--- config.mk ---
export PLATFORM = sky130hd
export DESIGN_NAME = linear_interp_audio_resampler
export DESIGN_NICKNAME = d
export VERILOG_FILES = /design/src/rtl/core/lias_pkg.sv /design/src/rtl/core/lias_lerp_unit.sv /design/src/rtl/core/linear_interp_audio_resampler.sv
export SDC_FILE = /design/constraint.sdc
export NUM_CORES = 1
export LEC_CHECK = 0
export BUFFER_PORTS_ARGS = -buffer_cell sky130_fd_sc_hd__buf_2
export CORE_MARGIN = 4
export CORE_UTILIZATION = 45
export DETAILED_ROUTE_END_ITERATION = 16
export SYNTH_ARGS = -nofsm -noshare
export SYNTH_HDL_FRONTEND = slang
export SYNTH_SLANG_ARGS = --single-unit
--- constraint.sdc ---
create_clock -name i_clk -period 17.75 [get_ports i_clk]
set_clock_uncertainty 0.05 [all_clocks]
set_input_delay 1.775 -clock i_clk [delete_from_list [all_inputs] [get_ports i_clk]]
set_output_delay 1.775 -clock i_clk [all_outputs]
set_load 0.02 [all_outputs]
--- src/rtl/core/lias_pkg.sv ---
`default_nettype none

package lias_pkg;

    // Default sizing
    localparam int PHASE_FRAC_BITS_DEF = 16;
    localparam int SAMPLE_BITS_DEF     = 16;

    // Configuration port
    localparam int CFG_IDX_W  = 2;
    localparam int CFG_DATA_W = 17;
    localparam int MODE_W     = 2;
    localparam int STEP_W     = 17;

    typedef logic [CFG_IDX_W-1:0] t_cfg_idx;
    typedef logic [MODE_W-1:0]    t_mode;

    localparam t_cfg_idx CFG_RATE_MODE = 2'd0;
    localparam t_cfg_idx CFG_STEREO    = 2'd1;
    localparam t_cfg_idx CFG_STEP      = 2'd2;

    localparam t_mode MODE_PASS = 2'd0;
    localparam t_mode MODE_HALF = 2'd1;
    localparam t_mode MODE_UP   = 2'd2;

    localparam logic [STEP_W-1:0] STEP_RESET = 17'h10000;

endpackage

`default_nettype wire

--- src/rtl/core/lias_lerp_unit.sv ---
`default_nettype none

// Shared interpolation unit: one multiply per load, result finished from the
// registered product as base*ONE + (b-a)*f, truncated toward zero.
module lias_lerp_unit #(
    parameter int PHASE_FRAC_BITS = lias_pkg::PHASE_FRAC_BITS_DEF,
    parameter int SAMPLE_BITS     = lias_pkg::SAMPLE_BITS_DEF
) (
    input  wire logic                              i_clk,
    input  wire logic                              i_load,
    input  wire logic signed [SAMPLE_BITS-1:0]     i_a,
    input  wire logic signed [SAMPLE_BITS-1:0]     i_b,
    input  wire logic        [PHASE_FRAC_BITS-1:0] i_frac,
    output logic signed      [SAMPLE_BITS-1:0]     o_res
);

    localparam int PFB = PHASE_FRAC_BITS;
    localparam int SB  = SAMPLE_BITS;
    localparam int NW  = SB + PFB + 2;

    localparam logic signed [NW-1:0] FRAC_MASK = NW'((64'd1 << PFB) - 64'd1);

    logic signed [SB:0]     w_diff;
    logic signed [PFB:0]    w_frac;
    logic signed [NW-1:0]   r_prod;
    logic signed [SB-1:0]   r_base;
    logic signed [NW-1:0]   w_num;
    logic signed [NW-1:0]   w_adj;

    assign w_diff = {i_b[SB-1], i_b} - {i_a[SB-1], i_a};
    assign w_frac = {1'b0, i_frac};

    always_ff @(posedge i_clk) begin
        if (i_load) begin
            r_prod <= w_diff * w_frac;
            r_base <= i_a;
        end
    end

    assign w_num = {{2{r_base[SB-1]}}, r_base, {PFB{1'b0}}} + r_prod;
    // bias negatives so the arithmetic shift truncates toward zero
    assign w_adj = w_num[NW-1] ? (w_num + FRAC_MASK) : w_num;
    assign o_res = w_adj[SB+PFB-1:PFB];

endmodule

`default_nettype wire

--- src/rtl/core/linear_interp_audio_resampler.sv ---
// Pass-through or halving: a result is registered when its beat is taken, and the push
// state loads it into the output register. Upsampling: an interpolated result takes two
// passes through the shared multiplier, a finish step and an output load; a repeated tail
// result takes a tail step and an output load. Beats are taken only in the idle state, so a
// new beat waits until all results of the last are loaded; m_axis_tready stalls hold push.
// Reset (synchronous, i_rst_n low): configuration registers to defaults, history cleared, next frame even.
`default_nettype none

module linear_interp_audio_resampler #(
    parameter int PHASE_FRAC_BITS = lias_pkg::PHASE_FRAC_BITS_DEF,
    parameter int SAMPLE_BITS     = lias_pkg::SAMPLE_BITS_DEF,
    parameter int TDATA_W         = ((2 * SAMPLE_BITS + 7) / 8) * 8
) (
    input  wire logic                              i_clk,
    input  wire logic                              i_rst_n,
    // configuration write channel
    input  wire logic                              i_cfg_valid,
    output logic                                   o_cfg_ready,
    input  wire logic [lias_pkg::CFG_IDX_W-1:0]    i_cfg_index,
    input  wire logic [lias_pkg::CFG_DATA_W-1:0]   i_cfg_data,
    // input frames
    input  wire logic                              s_axis_tvalid,
    output logic                                   s_axis_tready,
    input  wire logic [TDATA_W-1:0]                s_axis_tdata,  // in_left, in_right
    input  wire logic                              s_axis_tlast,  // in_last
    // output frames
    output logic                                   m_axis_tvalid,
    input  wire logic                              m_axis_tready,
    output logic [TDATA_W-1:0]                     m_axis_tdata,  // out_left, out_right
    output logic                                   m_axis_tlast,  // run_last
    output logic                                   m_axis_tuser   // stream_end
);

    localparam int PFB = PHASE_FRAC_BITS;
    localparam int SB  = SAMPLE_BITS;
    localparam int PW  = PFB + 2;
    localparam int SW  = (PW > lias_pkg::STEP_W) ? PW : lias_pkg::STEP_W;

    localparam logic [PW-1:0] ONE_X   = PW'(1) << PFB;
    localparam logic [SW-1:0] STEP_LO = SW'(1) << (PFB - 5);
    localparam logic [SW-1:0] STEP_HI = SW'(1) << PFB;

    localparam logic [2:0] ST_IDLE  = 3'd0;
    localparam logic [2:0] ST_MUL_L = 3'd1;
    localparam logic [2:0] ST_MUL_R = 3'd2;
    localparam logic [2:0] ST_FIN   = 3'd3;
    localparam logic [2:0] ST_TAIL  = 3'd4;
    localparam logic [2:0] ST_PUSH  = 3'd5;

    // configuration
    lias_pkg::t_mode                r_rate_mode;
    logic                           r_stereo;
    logic [lias_pkg::STEP_W-1:0]    r_step_ratio;

    // stream state
    logic signed [SB-1:0]  r_prev_l;
    logic signed [SB-1:0]  r_prev_r;
    logic                  r_have_prev;
    logic [PFB:0]          r_off;
    logic                  r_parity;

    // sequencer
    logic [2:0]            r_state;
    logic [2:0]            r_after;
    logic                  r_upd;
    logic                  r_last;
    logic [PFB:0]          r_pos;
    logic signed [SB-1:0]  r_cur_l;
    logic signed [SB-1:0]  r_cur_r;
    logic signed [SB-1:0]  r_res_l;
    logic signed [SB-1:0]  r_res_r;
    logic                  r_res_last;
    logic                  r_res_end;

    // output register
    logic                  r_m_valid;
    logic signed [SB-1:0]  r_out_l;
    logic signed [SB-1:0]  r_out_r;
    logic                  r_out_last;
    logic                  r_out_end;

    logic signed [SB-1:0]  w_in_l;
    logic signed [SB-1:0]  w_in_r;
    logic [SW-1:0]         w_step_ext;
    logic [PFB:0]          w_step;
    logic [PW-1:0]         w_pos_sum;
    logic [PW-1:0]         w_pos_wrap;
    logic                  w_wrap_tail;
    logic                  w_tail_more;
    logic                  w_off_fits;
    logic                  w_slot;
    logic                  w_unit_load;
    logic signed [SB-1:0]  w_unit_a;
    logic signed [SB-1:0]  w_unit_b;
    logic signed [SB-1:0]  w_lerp;

    assign o_cfg_ready   = 1'b1;
    assign s_axis_tready = (r_state == ST_IDLE);

    assign w_in_l = s_axis_tdata[SB-1:0];
    assign w_in_r = r_stereo ? s_axis_tdata[2*SB-1:SB] : '0;

    // clamp step to [ONE/32, ONE]
    assign w_step_ext = SW'(r_step_ratio);
    always_comb begin
        if (w_step_ext < STEP_LO) begin
            w_step = STEP_LO[PFB:0];
        end else if (w_step_ext > STEP_HI) begin
            w_step = STEP_HI[PFB:0];
        end else begin
            w_step = w_step_ext[PFB:0];
        end
    end

    assign w_pos_sum   = PW'(r_pos) + PW'(w_step);
    assign w_pos_wrap  = w_pos_sum - ONE_X;
    assign w_wrap_tail = r_last && ((w_pos_wrap + PW'(w_step)) <= ONE_X);
    assign w_tail_more = (w_pos_sum + PW'(w_step)) <= ONE_X;
    assign w_off_fits  = (PW'(r_off) + PW'(w_step)) <= ONE_X;

    assign w_slot = !r_m_valid || m_axis_tready;

    assign w_unit_load = (r_state == ST_MUL_L) || (r_state == ST_MUL_R);
    assign w_unit_a    = (r_state == ST_MUL_L) ? r_prev_l : r_prev_r;
    assign w_unit_b    = (r_state == ST_MUL_L) ? r_cur_l  : r_cur_r;

    lias_lerp_unit #(
        .PHASE_FRAC_BITS (PHASE_FRAC_BITS),
        .SAMPLE_BITS     (SAMPLE_BITS)
    ) u_lerp (
        .i_clk  (i_clk),
        .i_load (w_unit_load),
        .i_a    (w_unit_a),
        .i_b    (w_unit_b),
        .i_frac (r_pos[PFB-1:0]),
        .o_res  (w_lerp)
    );

    always_ff @(posedge i_clk) begin
        if (!i_rst_n) begin
            r_rate_mode  <= lias_pkg::MODE_PASS;
            r_stereo     <= 1'b1;
            r_step_ratio <= lias_pkg::STEP_RESET;
            r_prev_l     <= '0;
            r_prev_r     <= '0;
            r_have_prev  <= 1'b0;
            r_off        <= '0;
            r_parity     <= 1'b0;
            r_state      <= ST_IDLE;
            r_after      <= ST_IDLE;
            r_upd        <= 1'b0;
            r_m_valid    <= 1'b0;
        end else begin
            if (i_cfg_valid) begin
                unique case (i_cfg_index)
                    lias_pkg::CFG_RATE_MODE: r_rate_mode  <= i_cfg_data[lias_pkg::MODE_W-1:0];
                    lias_pkg::CFG_STEREO:    r_stereo     <= i_cfg_data[0];
                    lias_pkg::CFG_STEP:      r_step_ratio <= i_cfg_data[lias_pkg::STEP_W-1:0];
                    default: ;
                endcase
            end

            // drop the beat once taken; the push state reloads the register itself
            if (r_m_valid && m_axis_tready && (r_state != ST_PUSH)) begin
                r_m_valid <= 1'b0;
            end

            unique case (r_state)
                ST_IDLE: begin
                    if (s_axis_tvalid) begin
                        r_cur_l <= w_in_l;
                        r_cur_r <= w_in_r;
                        r_last  <= s_axis_tlast;
                        r_upd   <= (r_rate_mode == lias_pkg::MODE_UP)
                                   && (r_have_prev || (s_axis_tlast && w_off_fits));
                        r_pos   <= r_off;
                        unique case (r_rate_mode)
                            lias_pkg::MODE_HALF: begin
                                if (!r_parity) begin
                                    r_prev_l    <= w_in_l;
                                    r_prev_r    <= w_in_r;
                                    r_have_prev <= !s_axis_tlast;
                                    r_parity    <= !s_axis_tlast;
                                end else begin
                                    r_res_l    <= r_prev_l;
                                    r_res_r    <= r_prev_r;
                                    r_res_last <= 1'b1;
                                    r_res_end  <= s_axis_tlast;
                                    r_after    <= ST_IDLE;
                                    r_state    <= ST_PUSH;
                                    r_parity   <= 1'b0;
                                    if (s_axis_tlast) begin
                                        r_have_prev <= 1'b0;
                                    end
                                end
                            end
                            lias_pkg::MODE_UP: begin
                                if (r_have_prev) begin
                                    r_state <= ST_MUL_L;
                                end else if (s_axis_tlast && w_off_fits) begin
                                    r_state <= ST_TAIL;
                                end else begin
                                    r_prev_l    <= w_in_l;
                                    r_prev_r    <= w_in_r;
                                    r_have_prev <= !s_axis_tlast;
                                end
                            end
                            default: begin
                                r_res_l     <= w_in_l;
                                r_res_r     <= w_in_r;
                                r_res_last  <= 1'b1;
                                r_res_end   <= s_axis_tlast;
                                r_after     <= ST_IDLE;
                                r_state     <= ST_PUSH;
                                r_prev_l    <= w_in_l;
                                r_prev_r    <= w_in_r;
                                r_have_prev <= !s_axis_tlast;
                            end
                        endcase
                        if (s_axis_tlast) begin
                            r_off <= '0;
                            if (r_rate_mode != lias_pkg::MODE_HALF) begin
                                r_parity <= 1'b0;
                            end
                        end
                    end
                end
                ST_MUL_L: begin
                    r_state <= ST_MUL_R;
                end
                ST_MUL_R: begin
                    r_res_l <= w_lerp;
                    r_state <= ST_FIN;
                end
                ST_FIN: begin
                    r_res_r <= w_lerp;
                    r_state <= ST_PUSH;
                    if (w_pos_sum < ONE_X) begin
                        r_pos      <= w_pos_sum[PFB:0];
                        r_after    <= ST_MUL_L;
                        r_res_last <= 1'b0;
                        r_res_end  <= 1'b0;
                    end else begin
                        // crossed into the next source frame: continue with the tail or stop
                        r_pos      <= w_pos_wrap[PFB:0];
                        r_after    <= w_wrap_tail ? ST_TAIL : ST_IDLE;
                        r_res_last <= !w_wrap_tail;
                        r_res_end  <= !w_wrap_tail && r_last;
                    end
                end
                ST_TAIL: begin
                    // repeat the final frame
                    r_res_l    <= r_cur_l;
                    r_res_r    <= r_cur_r;
                    r_pos      <= w_pos_sum[PFB:0];
                    r_after    <= w_tail_more ? ST_TAIL : ST_IDLE;
                    r_res_last <= !w_tail_more;
                    r_res_end  <= !w_tail_more;
                    r_state    <= ST_PUSH;
                end
                ST_PUSH: begin
                    if (w_slot) begin
                        r_m_valid  <= 1'b1;
                        r_out_l    <= r_res_l;
                        r_out_r    <= r_stereo ? r_res_r : '0;
                        r_out_last <= r_res_last;
                        r_out_end  <= r_res_end;
                        r_state    <= r_after;
                        if ((r_after == ST_IDLE) && r_upd) begin
                            r_prev_l    <= r_cur_l;
                            r_prev_r    <= r_cur_r;
                            r_have_prev <= !r_last;
                            r_off       <= r_last ? '0 : r_pos;
                        end
                    end
                end
                default: begin
                    r_state <= ST_IDLE;
                end
            endcase
        end
    end

    assign m_axis_tvalid = r_m_valid;
    assign m_axis_tdata  = TDATA_W'({r_out_r, r_out_l});
    assign m_axis_tlast  = r_out_last;
    assign m_axis_tuser  = r_out_end;

    // interpolation phase must stay inside one source interval
    a_phase_in_range: assert property (@(posedge i_clk) disable iff (!i_rst_n)
        (r_state == ST_MUL_L) |-> (PW'(r_pos) < ONE_X))
        else $error("interpolation phase out of range");

    // carried offset never reaches a whole frame
    a_offset_in_range: assert property (@(posedge i_clk) disable iff (!i_rst_n)
        PW'(r_off) < ONE_X)
        else $error("carried offset out of range");

    // end of buffer is always the last result of its frame
    a_end_is_last: assert property (@(posedge i_clk) disable iff (!i_rst_n)
        (m_axis_tvalid && m_axis_tuser) |-> m_axis_tlast)
        else $error("stream_end without run_last");

    // history is dropped once a final frame is fully handled
    a_last_clears: assert property (@(posedge i_clk) disable iff (!i_rst_n)
        ((r_state == ST_IDLE) && ($past(r_state) != ST_IDLE) && r_last) |-> !r_have_prev)
        else $error("history kept after final frame");

endmodule

`default_nettype wire

=== Word-level counts from Yosys, hierarchy flattened ===
Index checks and enable logic that the tools add are counted.

* Reductions and logical operators: 36
* $mul: 1
* Multiplexer cells: 79
* Equal/unequal tests: 22
* Order comparisons: 6
* $add $sub $neg: 8

{| class="wikitable"
|+ Operator list
! kind !! count
|-
| $mux W16 || 19
|-
| $pmux W16 S2 || 6
|-
| $mux W17 || 9
|-
| $pmux W16 S3 || 2
|-
| $le A18 B17 Y1 const B || 3
|-
| $pmux W17 S3 || 1
|-
| $add A17 B17 Y18 || 2
|-
| $add A18 B17 Y18 || 2
|-
| $add A34 B34 Y34 || 1
|-
| $mul A17 B17 Y34 || 1
|-
| $pmux W17 S2 || 1
|-
| $add A32 B17 Y32 const B || 1
|-
| $mux W32 || 1
|-
| $mux W3 || 10
|-
| $mux W1 || 20
|-
| $reduce_and A5 Y1 || 4
|-
| $lt A18 B17 Y1 const B || 1
|-
| $sub A18 B17 Y18 const B || 1
|-
| $gt A17 B17 Y1 const B || 1
|-
| $lt A17 B12 Y1 const B || 1
|-
| $sub A16 B16 Y17 || 1
|-
| $ne A3 B3 Y1 const B || 5
|-
| $pmux W3 S5 || 1
|-
| $pmux W3 S2 || 2
|-
| other kinds (24) || 56
|}

* Logic and storage cells: 178
* Output and inout bits: 37
* Register bits after elaboration: 247
* Input port bits: 57

=== Longest topological paths before layout ===
Gate-level depths: netlist (run 1).

* Word-level depth: 12
* Gate-level depth with buffers: 41
* Depth with buffers taken out: 38

=== By module ===
A second synthesis (run 1) with hierarchy kept.

* Cell total of the unflattened synthesis: 2907
* Area total of the unflattened synthesis: 26774.4 um2

{| class="wikitable"
|+ Modules (own cells, without submodules)
! module !! cells each !! times used !! sequential area each (um2) !! area each (um2)
|-
| lias_lerp_unit || 1597 || 1 || 1501.4 || 14697.8
|-
| linear_interp_audio_resampler || 1310 || 1 || 5104.9 || 12076.6
|}

=== Worst setup path after synthesis (run 1) ===
Ideal clock, no wire load.

* Path type: register to register
* Start: register r_state[0]
* End: register u_lerp.r_prod[31], data pin
* Path slack: 7.988 ns
* Data required time: 17.442 ns
* Period minus slack after synthesis: 9.762 ns
* Stages on the path, launching flop included: 39
* Arrival time: 9.454 ns
* Buffers on the path: 3
* Setup time: 0.258 ns
* Path through: dfxtp_1 clkbuf_1 nor3b_1 clkbuf_1 mux2i_1 ha_1 inv_1 fa_1 a21o_1 a21oi_1 o21bai_1 a21oi_1 o21bai_1 a41o_1 nor2_1 xnor2_1 clkbuf_1 nand2_1 (+3 left out) fa_1 inv_1 fa_1 inv_1 fa_1 inv_1 fa_1 inv_1 ha_1 a211oi_1 o21bai_1 o41a_1 a21oi_1 o21ai_0 a31o_2 a21o_1 a21oi_1 xnor2_1

* Word-level cells in the longest chain between the ends: 4
* Elaborated cells on any way between the ends: 5
* Classes of those cells: 1 x add/sub; 1 x mul; 1 x eq/ne; 2 x mux

{| class="wikitable"
|+ Ends and longest elaborated chain
! what !! RTL line !! RTL
|-
| from (decl) || linear_interp_audio_resampler.sv:63 || <nowiki>logic [2:0] r_state;</nowiki>
|-
| from (signal assigned) || linear_interp_audio_resampler.sv:268 || <nowiki>r_state <= r_after;</nowiki>
|-
| $eq A3 B1 Y1 * || linear_interp_audio_resampler.sv:124, linear_interp_audio_resampler.sv:125 ||
|-
| $mux W16 (on tied branches) || linear_interp_audio_resampler.sv:125, linear_interp_audio_resampler.sv:124 ||
|-
| $sub A16 B16 Y17 * || lias_lerp_unit.sv:30 || <nowiki>assign w_diff = {i_b[SB-1], i_b} - {i_a[SB-1], i_a};</nowiki>
|-
| $mul A17 B17 Y34 * || lias_lerp_unit.sv:35 || <nowiki>r_prod <= w_diff * w_frac;</nowiki>
|-
| to (signal assigned) || lias_lerp_unit.sv:35 ||
|-
| to (decl) || lias_lerp_unit.sv:25 || <nowiki>logic signed [NW-1:0] r_prod;</nowiki>
|}

Every way passes the cells marked *; elsewhere a longest branch is shown, timed or not.
A chain may end at the register's enable or synchronous reset.

=== Worst setup path after layout (run 1) ===
* Start: register r_state[0]
* End: register u_lerp.r_prod[31], data pin

* Word-level cells in the longest chain between the ends: 4
* Elaborated cells on any way between the ends: 5
* Classes of those cells: 1 x add/sub; 1 x mul; 1 x eq/ne; 2 x mux

{| class="wikitable"
|+ Ends and longest elaborated chain
! what !! RTL line !! RTL
|-
| $eq A3 B1 Y1 || linear_interp_audio_resampler.sv:124 || <nowiki>assign w_unit_a = (r_state == ST_MUL_L) ? r_prev_l : r_prev_r;</nowiki>
|-
| $mux W16 || linear_interp_audio_resampler.sv:124 ||
|-
| net u_lerp.i_a[0] || lias_lerp_unit.sv:11 || <nowiki>input wire logic signed [SAMPLE_BITS-1:0] i_a,</nowiki>
|-
| $sub A16 B16 Y17 || lias_lerp_unit.sv:30 ||
|-
| $mul A17 B17 Y34 || lias_lerp_unit.sv:35 ||
|}

The timed path passes the listed nets, and every way through them passes these cells.

==> key figures, run 1 <==
Synth
  • Top FF cell, synth: sky130_fd_sc_hd__edfxtp_1
  • Total number of yosys warnings: 0
  • Proportion of netlist area held by the largest area contributor: 21.9%
  • Part of the Yosys area used for sequential elements: about 26%
  • Largest area contributor in the synthesized netlist: sky130_fd_sc_hd__fa_1
  • Per-instance average area after synthesis: 9.25 sq um
  • Main area contributors after synthesis: sky130_fd_sc_hd__fa_1, sky130_fd_sc_hd__edfxtp_1, sky130_fd_sc_hd__ha_1
  • Most frequently used cell type in the post-synthesis netlist: sky130_fd_sc_hd__nand2_1
  • Number of enable flip-flop cells after synthesis: about 170
  • Summed instance area of the synthesized netlist: roughly 25000 sq um
  • Ranking of synthesized cells by instance count: sky130_fd_sc_hd__nand2_1, sky130_fd_sc_hd__inv_1, sky130_fd_sc_hd__fa_1, sky130_fd_sc_hd__ha_1, sky130_fd_sc_hd__edfxtp_1
  • Register bit total from synthesis: between 200 and 250
  • Net count after synthesis: between 3000 and 4000
  • FFs w/ async S/R, synth: 0%
  • Library cells used by synthesis: between 80 and 90
  • Gate count after technology mapping: ~2700

Floorplan
  • Die Footprint: ~60000 sq um
  • Number of placement rows: 86
  • Area of the core: 55500 sq um
  • DIE HEIGHT: between 200 and 250 um
  • Die width: 246 um
  • Top-level I/O count: 94
  • Effective utilization at floorplan: between 40% and 50%

Detailed routing
  • Total via count after detailed routing: approximately 19000
  • Remaining antenna violation count: 0
  • Residual DRC count: 0
  • Vias per inst: 5.44
  • Wire per inst: 19.6 um
  • Starting DRC count in detailed routing: 1717
  • Final routed wirelength across all metal layers: between 60 and 70 mm
  • Drt pass-1 iters: 7

Setup path
  • WP data arrival: between 10 and 15 ns
  • Element type at the critical path end: flop
  • Slowest cell on the critical path: sky130_fd_sc_hd__xor2_2
  • Delay of the slowest cell on the worst path: ~0.8 ns
  • Maximum net fanout on the critical path: 33
  • Worst setup SP type: flop
  • R2R Setup Slk: 7.40 ns
  • Worst-case reg-to-reg path depth: 36
  • Critical path class: reg2reg
  • Startpoint of the most critical register-to-register path: r_state[0]
  • Req. time, crit path: approximately 18 ns
  • Most frequent cell on the critical path: sky130_fd_sc_hd__fa_1
  • Reg-to-reg endpoint: u_lerp.r_prod[31]

Clock tree
  • TritonCTS Buffers: 29
  • Number of clock sinks seen by CTS: about 250
  • # hold bufs at CTS: 0
  • Clock transition time at the flip-flop clock pins of the worst setup and hold paths: roughly 0.060 ns
  • CTS resizes: 0
  • Total setup buffers inserted after CTS: 0
  • TritonCTS clock tree: yes
  • Clock latency on the worst-skew pair: ~0.56 ns
  • Max Root-Sink Buffers: 3
  • Maximum level of the CTS H-tree: 1
  • CTS root buf: sky130_fd_sc_hd__clkbuf_16

Layout
  • Post-route standard cell area excluding fillers: between 20000 and 30000 sq um
  • Share of post-route cells with drive strength above 1: under 10%
  • Layout Area Growth over Synthesis: 8.61%
  • Fin nets: 3300
  • Final Instance Count excl. Fillers: around 3600

Timing
  • Setup TNS after final layout: 0 ns
  • Final period utilization: 58.3%
  • Final setup vio count: 0
  • Worst Tran Pin Value: between 1 and 1.5 ns
  • Upper clock frequency limit: just under 100 MHz
  • RSZ-0062 raised after global routing: no
  • Final period demand of the worst path: roughly 10 ns
  • Hold Violations, Final: 0
  • Final Max Slew Viols: 0
  • Worst slew margin relative to its limit: 32.6%

Global route
  • Met1 demand-to-capacity share in global routing: about a third
  • Overflow left after global routing: 0
  • All-Layer GR Usage: between 20 and 25%
  • Global route hottest layer: met2
  • Maximum number of pins on one net before global-route repair: 90
  • Wire length of the first global-routing pass: around 110 mm
  • M3 GR Usage: under 10%
  • Number of antenna violations at the first check in global routing: 2
  • Number of global-route vias before repair: between 15000 and 20000
  • Met2 usage: between 30 and 40%

Place
  • Count of port buffers added during placement: 92
  • Number of placed cells counting well taps: roughly 3500
  • GPL Wtd Cong: between 0.9 and 1
  • Detailed-placement wirelength estimate: between 50 and 60 mm
  • Area after detailed placement: roughly 27000 sq um

Flow run
  • Max cap viols: 0

Worst hold path
  • Endpoint with the worst hold slack: r_out_l[8]
  • Class of the tightest hold or removal check: reg2reg
  • Hold path cells: 0
  • Worst Min Path Start: r_res_l[8]

Status
  • Run status: finished clean
[layout make-up]
cell class	instances	area, sq um
Fill cell	5223	27900
Antenna cell	2	5.00
Multi-Input combinational cell	1982	16900
Inverter	404	1520
Clock inverter	12	140
Timing Repair Buffer	125	711
Tap cell	748	936
Clock buffer	41	771
Sequential cell	246	6610
[state kept, by name, indices dropped and copies added (netlist names), 2 cells and up]
| name | count |
|---|---|
| r_after | 2 |
| r_cur_l | 16 |
| r_cur_r | 16 |
| r_off | 17 |
| r_out_l | 16 |
| r_out_r | 16 |
| r_pos | 17 |
| r_prev_l | 16 |
| r_prev_r | 16 |
| r_rate_mode | 2 |
| r_res_l | 16 |
| r_res_r | 16 |
| r_state | 3 |
| r_step_ratio | 17 |
| u_lerp.r_base | 16 |
| u_lerp.r_prod | 34 |
[worst max-delay path: cells and delay by family (launching register included)]
kind | cells | cell delay [ns]
XOR/XNOR | 2 | 0.87
AO/OA/AOI/OAI | 17 | 3.19
AND/OR/NAND/NOR | 2 | 0.38
adder cells (fa/ha/maj) | 9 | 4.06
buffers and inverters | 5 | 0.68
multiplexers | 1 | 0.28
flip-flops | 1 | 0.52
[cells by family (layout without fill, tap and decap cells)]
| logic type | after synthesis | in the layout | share of synthesized area [%] |
|---|---|---|---|
| mux | 87 | 87 | 3.56 |
| simple gates | 900 | 900 | 16.7 |
| flops | 246 | 246 | 26.0 |
| fa+ha+maj | 458 | 458 | 30.7 |
| other cells | 1 | 3 | 0.0148 |
| compound gates | 424 | 424 | 11.4 |
| buf+inv | 520 | 582 | 7.74 |
| xor+xnor | 112 | 112 | 3.86 |
[worst max-delay path by stage]
stage,startpoint,endpoint,slack (ns),depth (start not counted)
finish,r_state[0],u_lerp.r_prod[31],7.40,36
global route,r_state[0],u_lerp.r_prod[33],6.67,36
CTS,r_state[0],u_lerp.r_prod[31],7.39,36
detailed placement,r_state[0],u_lerp.r_prod[31],7.43,36
global placement,r_state[0],u_lerp.r_prod[31],7.58,36
floorplan,r_state[0],u_lerp.r_prod[31],7.99,38
[per-layer routing]
metal	vias up	part of all wire, %
met4	0	1.6
met2	552	46
met3	71	5.5
li1	9092	-
met1	9639	47
met5	-	0
[stage by stage]
step	setup slack, ns	util, %	hold WS [ns]
after global placement	7.58	48.1	0.353
after floorplan	7.99	-	0.350
after CTS	7.39	49.7	0.357
after detailed placement	7.43	48.1	0.355
final	7.40	49.7	0.354
after global routing	6.67	49.7	0.362
[cells in the final DEF (no fill, tap or decap), drive strengths merged, types with 78 or more instances in the layout]
cell type / netlist / final
dfxtp: 78 / 78
buf: 7 / 125
xnor2: 83 / 83
a21oi: 78 / 78
ha: 177 / 177
inv: 404 / 405
nor2: 104 / 104
edfxtp: 168 / 168
nand2: 447 / 447
and2: 154 / 154
o21ai: 104 / 104
fa: 278 / 278
Power of run 1 is not shown: default switching activity piles up to over one toggle a cycle in this logic, so the estimate is an artifact.
==> inputs of run 2 (changes only) <==
Settings changed: ABC_AREA from default to 1.
Clock period 17.75 ns to 9.6 ns, I/O delays scaled along.
==> run 2 against run 1 <==
Wire length is 9.3% higher. Sequential share of layout area shrank 0.41 points. Via count is 12% higher. Hold slack got worse by 0.012 ns. Core utilization shrank 0.11 points. Global-route usage grew 2.0 points. Critical path depth is 8 higher. Cell count increased by 16%. Register-to-register slack got worse by 6.7 ns. Die area up 1.4%. Highest routed layer unchanged.
==> key figures, run 2 <==
Detailed routing
  • Length of routed met3 wiring: 5.11 mm (+33%)
  • Final routed wirelength across all metal layers: 76.1 mm (+9.3%)
  • Drt pass-1 iters: 8 (+1)
  • Post-Route M1 WL: 32.5 mm (-0.92%)
  • Wire per inst: 18.5 um (-5.4%)
  • Starting DRC count in detailed routing: 1765 (+2.8%)
  • Vias per inst: 5.26 (-3.3%)
  • Highest metal layer with signal wires: met4
  • Total via count after detailed routing: 21632 (+12%)
  • Remaining antenna violation count: 0 (unchanged)
  • Residual DRC count: 0 (unchanged)
  • Routed wl met2: 34.7 mm (+9.0%)

Global route
  • Overflow left after global routing: 0 (unchanged)
  • Maximum number of pins on one net before global-route repair: 65 (-28%)
  • Wire length of the first global-routing pass: 118 mm (+8.9%)
  • Number of antenna violations at the first check in global routing: 0 (-2)
  • Number of global-route vias before repair: 21428 (+12%)
  • All-Layer GR Usage: 24.8% (+2.0 points)

Synth
  • Top FF cell, synth: sky130_fd_sc_hd__edfxtp_1
  • Part of the Yosys area used for sequential elements: 25.6% (-0.36 points)
  • Largest area contributor in the synthesized netlist: sky130_fd_sc_hd__fa_1
  • Proportion of netlist area held by the largest area contributor: 21.6% (-0.31 points)
  • Number of enable flip-flop cells after synthesis: 168 (unchanged)
  • Net count after synthesis: 3778 (+16%)
  • Synth Area in Adders: 30.2% (-0.55 points)
  • Total number of yosys warnings: 0 (unchanged)
  • Area fraction in compound gates after synthesis: 9.52% (-1.9 points)
  • Mux share of post-synthesis cell area: 0% (-3.6 points)
  • FFs w/ async S/R, synth: 0% (unchanged)
  • Gate count after technology mapping: 3266 (+19%)
  • Largest family of logic cells by synthesized area: adder cells
  • Most frequently used cell type in the post-synthesis netlist: sky130_fd_sc_hd__nand2_1
  • Post-Synth XOR/XNOR Area: 3.39% (-0.47 points)
  • Summed instance area of the synthesized netlist: 25800 sq um (+1.4%)
  • Library cells used by synthesis: 47 (-45%)
  • Share of synthesized cell area in and, or, nand and nor gates: 19.7% (+2.9 points)
  • Per-instance average area after synthesis: 7.89 sq um (-15%)
  • Ranking of synthesized cells by instance count: sky130_fd_sc_hd__nand2_1, sky130_fd_sc_hd__inv_1, sky130_fd_sc_hd__nor2_1, sky130_fd_sc_hd__fa_1, sky130_fd_sc_hd__ha_1
  • Register bit total from synthesis: 246 (unchanged)
  • Main area contributors after synthesis: sky130_fd_sc_hd__fa_1, sky130_fd_sc_hd__edfxtp_1, sky130_fd_sc_hd__nand2_1

Timing
  • RSZ-0062 raised after global routing: no
  • Setup TNS after final layout: 0 ns (unchanged)
  • Final setup vio count: 0 (unchanged)
  • Worst slew margin relative to its limit: 28.3% (-4.3 points)
  • Hold Violations, Final: 0 (unchanged)
  • Final period utilization: 93.1% (+35 points)
  • Upper clock frequency limit: 112 MHz (+16%)
  • Final period demand of the worst path: 8.94 ns (-1.41 ns)
  • Final Max Slew Viols: 0 (unchanged)
  • Worst Tran Pin Value: 1.08 ns (+0.0645 ns)

Setup path
  • Critical path class: reg2reg
  • Maximum net fanout on the critical path: 17 (-48%)
  • Slowest cell on the critical path: sky130_fd_sc_hd__fa_1
  • WP data arrival: 9.19 ns (-1.40 ns)
  • Worst setup SP type: flop
  • Req. time, crit path: 9.85 ns (-8.14 ns)
  • Most frequent cell on the critical path: sky130_fd_sc_hd__nand2_1
  • Delay of the slowest cell on the worst path: 0.56 ns (-0.22 ns)
  • Element type at the critical path end: flop

Floorplan
  • Die width: 247 um (+0.68%)
  • Number of placement rows: 87 (+1.2%)
  • DIE HEIGHT: 247 um (+0.68%)
  • Area of the core: 56600 sq um (+1.9%)
  • Die Footprint: 61200 sq um (+1.4%)
  • Effective utilization at floorplan: 45.6% (-0.24 points)
  • Top-level I/O count: 94 (unchanged)

Layout
  • Commonest cells after routing, fill and taps aside: sky130_fd_sc_hd__nand2_1, sky130_fd_sc_hd__inv_1, sky130_fd_sc_hd__nor2_1, sky130_fd_sc_hd__fa_1, sky130_fd_sc_hd__ha_1
  • Number of antenna repair diodes: 0 (-2)
  • Fin nets: 3850 (+17%)
  • Combined area of the multi-input logic cells: 16200 sq um (-4.2%)
  • Sequential standard cell area: 6610 sq um (unchanged)
  • Reg with most FFs: u_lerp.r_prod
  • Layout Area Growth over Synthesis: 8.94%
  • Max reg flops: 34 (unchanged)
  • Most common cell after layout, fill and taps aside: sky130_fd_sc_hd__nand2_1
  • Fill cells: 5600 (+7.2%)
  • Share of post-route cells with drive strength above 1: 6.40% (-1.6 points)

Clock tree
  • Clock transition time at the flip-flop clock pins of the worst setup and hold paths: 0.06 ns (about the same)
  • Maximum level of the CTS H-tree: 1 (unchanged)
  • TritonCTS Buffers: 28 (-3.4%)
  • Clock latency on the worst-skew pair: 0.58 ns (+0.02 ns)
  • Total setup buffers inserted after CTS: 0 (unchanged)
  • Max Root-Sink Buffers: 3 (unchanged)
  • CTS root buf: sky130_fd_sc_hd__clkbuf_16
  • TritonCTS clock tree: yes
  • Number of clock sinks seen by CTS: 246 (unchanged)

Status
  • Run status: finished clean

Place
  • Count of port buffers added during placement: 92 (unchanged)
  • GPL Wtd Cong: 0.997 (+9.0%)
  • Detailed-placement wirelength estimate: 61.5 mm (+15%)

Worst hold path
  • Class of the tightest hold or removal check: reg2reg

Flow run
  • Max cap viols: 0 (unchanged)
[run 2: changes by cell type in the layout (fill, tap and decap cells not counted), moves of 80 or more]
cell	previous run	this run
sky130_fd_sc_hd__a21oi_1	78	158
sky130_fd_sc_hd__and2_1	154	3
sky130_fd_sc_hd__inv_1	404	683
sky130_fd_sc_hd__nand2_1	446	709
sky130_fd_sc_hd__nand3_1	44	133
sky130_fd_sc_hd__nor2_1	102	312
[run 2: critical path, delay by kind of cell, from the launching register on]
family	cells	cell delay [ns]
simple gates	17	2.05
xor+xnor	1	0.15
buf+inv	8	0.45
flops	1	0.36
fa+ha+maj	9	3.97
compound gates	9	1.65
[run 2: timing repair]
item	4_1_cts	5_1_grt
hold buffers	0	0
setup endpoints to repair	0	4
resized for setup	0	4
[run 2: metal layers]
layer / vias to the layer above / track usage [%]
li1: 10326 / -
met1: 10318 / 33.4
met2: 816 / 40.0
met3: 172 / 3.65
met4: 0 / 10.5
met5: - / 0
[run 2: kinds of logic (layout without fill, tap and decap cells)]
kind of cell	Yosys count	after routing
AND/OR/NAND/NOR	1251	1251
buffers and inverters	783	877
adder cells (fa/ha/maj)	455	455
AO/OA/AOI/OAI	431	431
flip-flops	246	246
XOR/XNOR	99	99
other	1	1
[run 2: final timing paths]
| check | slack (ns) | cells after the start | end | from |
|---|---|---|---|---|
| min | 0.34 | 0 | r_out_l[5] | r_res_l[5] |
| max reg2reg | 0.66 | 44 | u_lerp.r_prod[30] | r_state[0] |
| min reg2reg | 0.34 | 0 | r_out_l[5] | r_res_l[5] |
| max | 0.66 | 44 | u_lerp.r_prod[30] | r_state[0] |
[run 2: final cells by class]
class                      instances  share of cell area (%)
tap                              756                    3.37
multi-input combinational       2237                    57.7
timing repair buffer             134                    2.76
clock inverter                    10                   0.356
clock buffer                      42                    3.05
inverter                         691                    9.23
sequential                       246                    23.5
[run 2: stage by stage]
step | hold slack [ns] | util (%) | setup slack (ns) | cell area, sq um | std cells
final | 0.342 | 49.6 | 0.660 | 28100 | 4116
after global routing | 0.344 | 49.6 | 0.0250 | 28100 | 4116
after CTS | 0.323 | 49.6 | 0.462 | 28100 | 4116
after detailed placement | 0.355 | 47.9 | 0.520 | 27100 | 4064
after global placement | 0.351 | 47.9 | 0.725 | 27100 | 4064
after floorplan | 0.350 | - | 1.21 | 25800 | 3266
Power of run 2 is left out for the same reason.
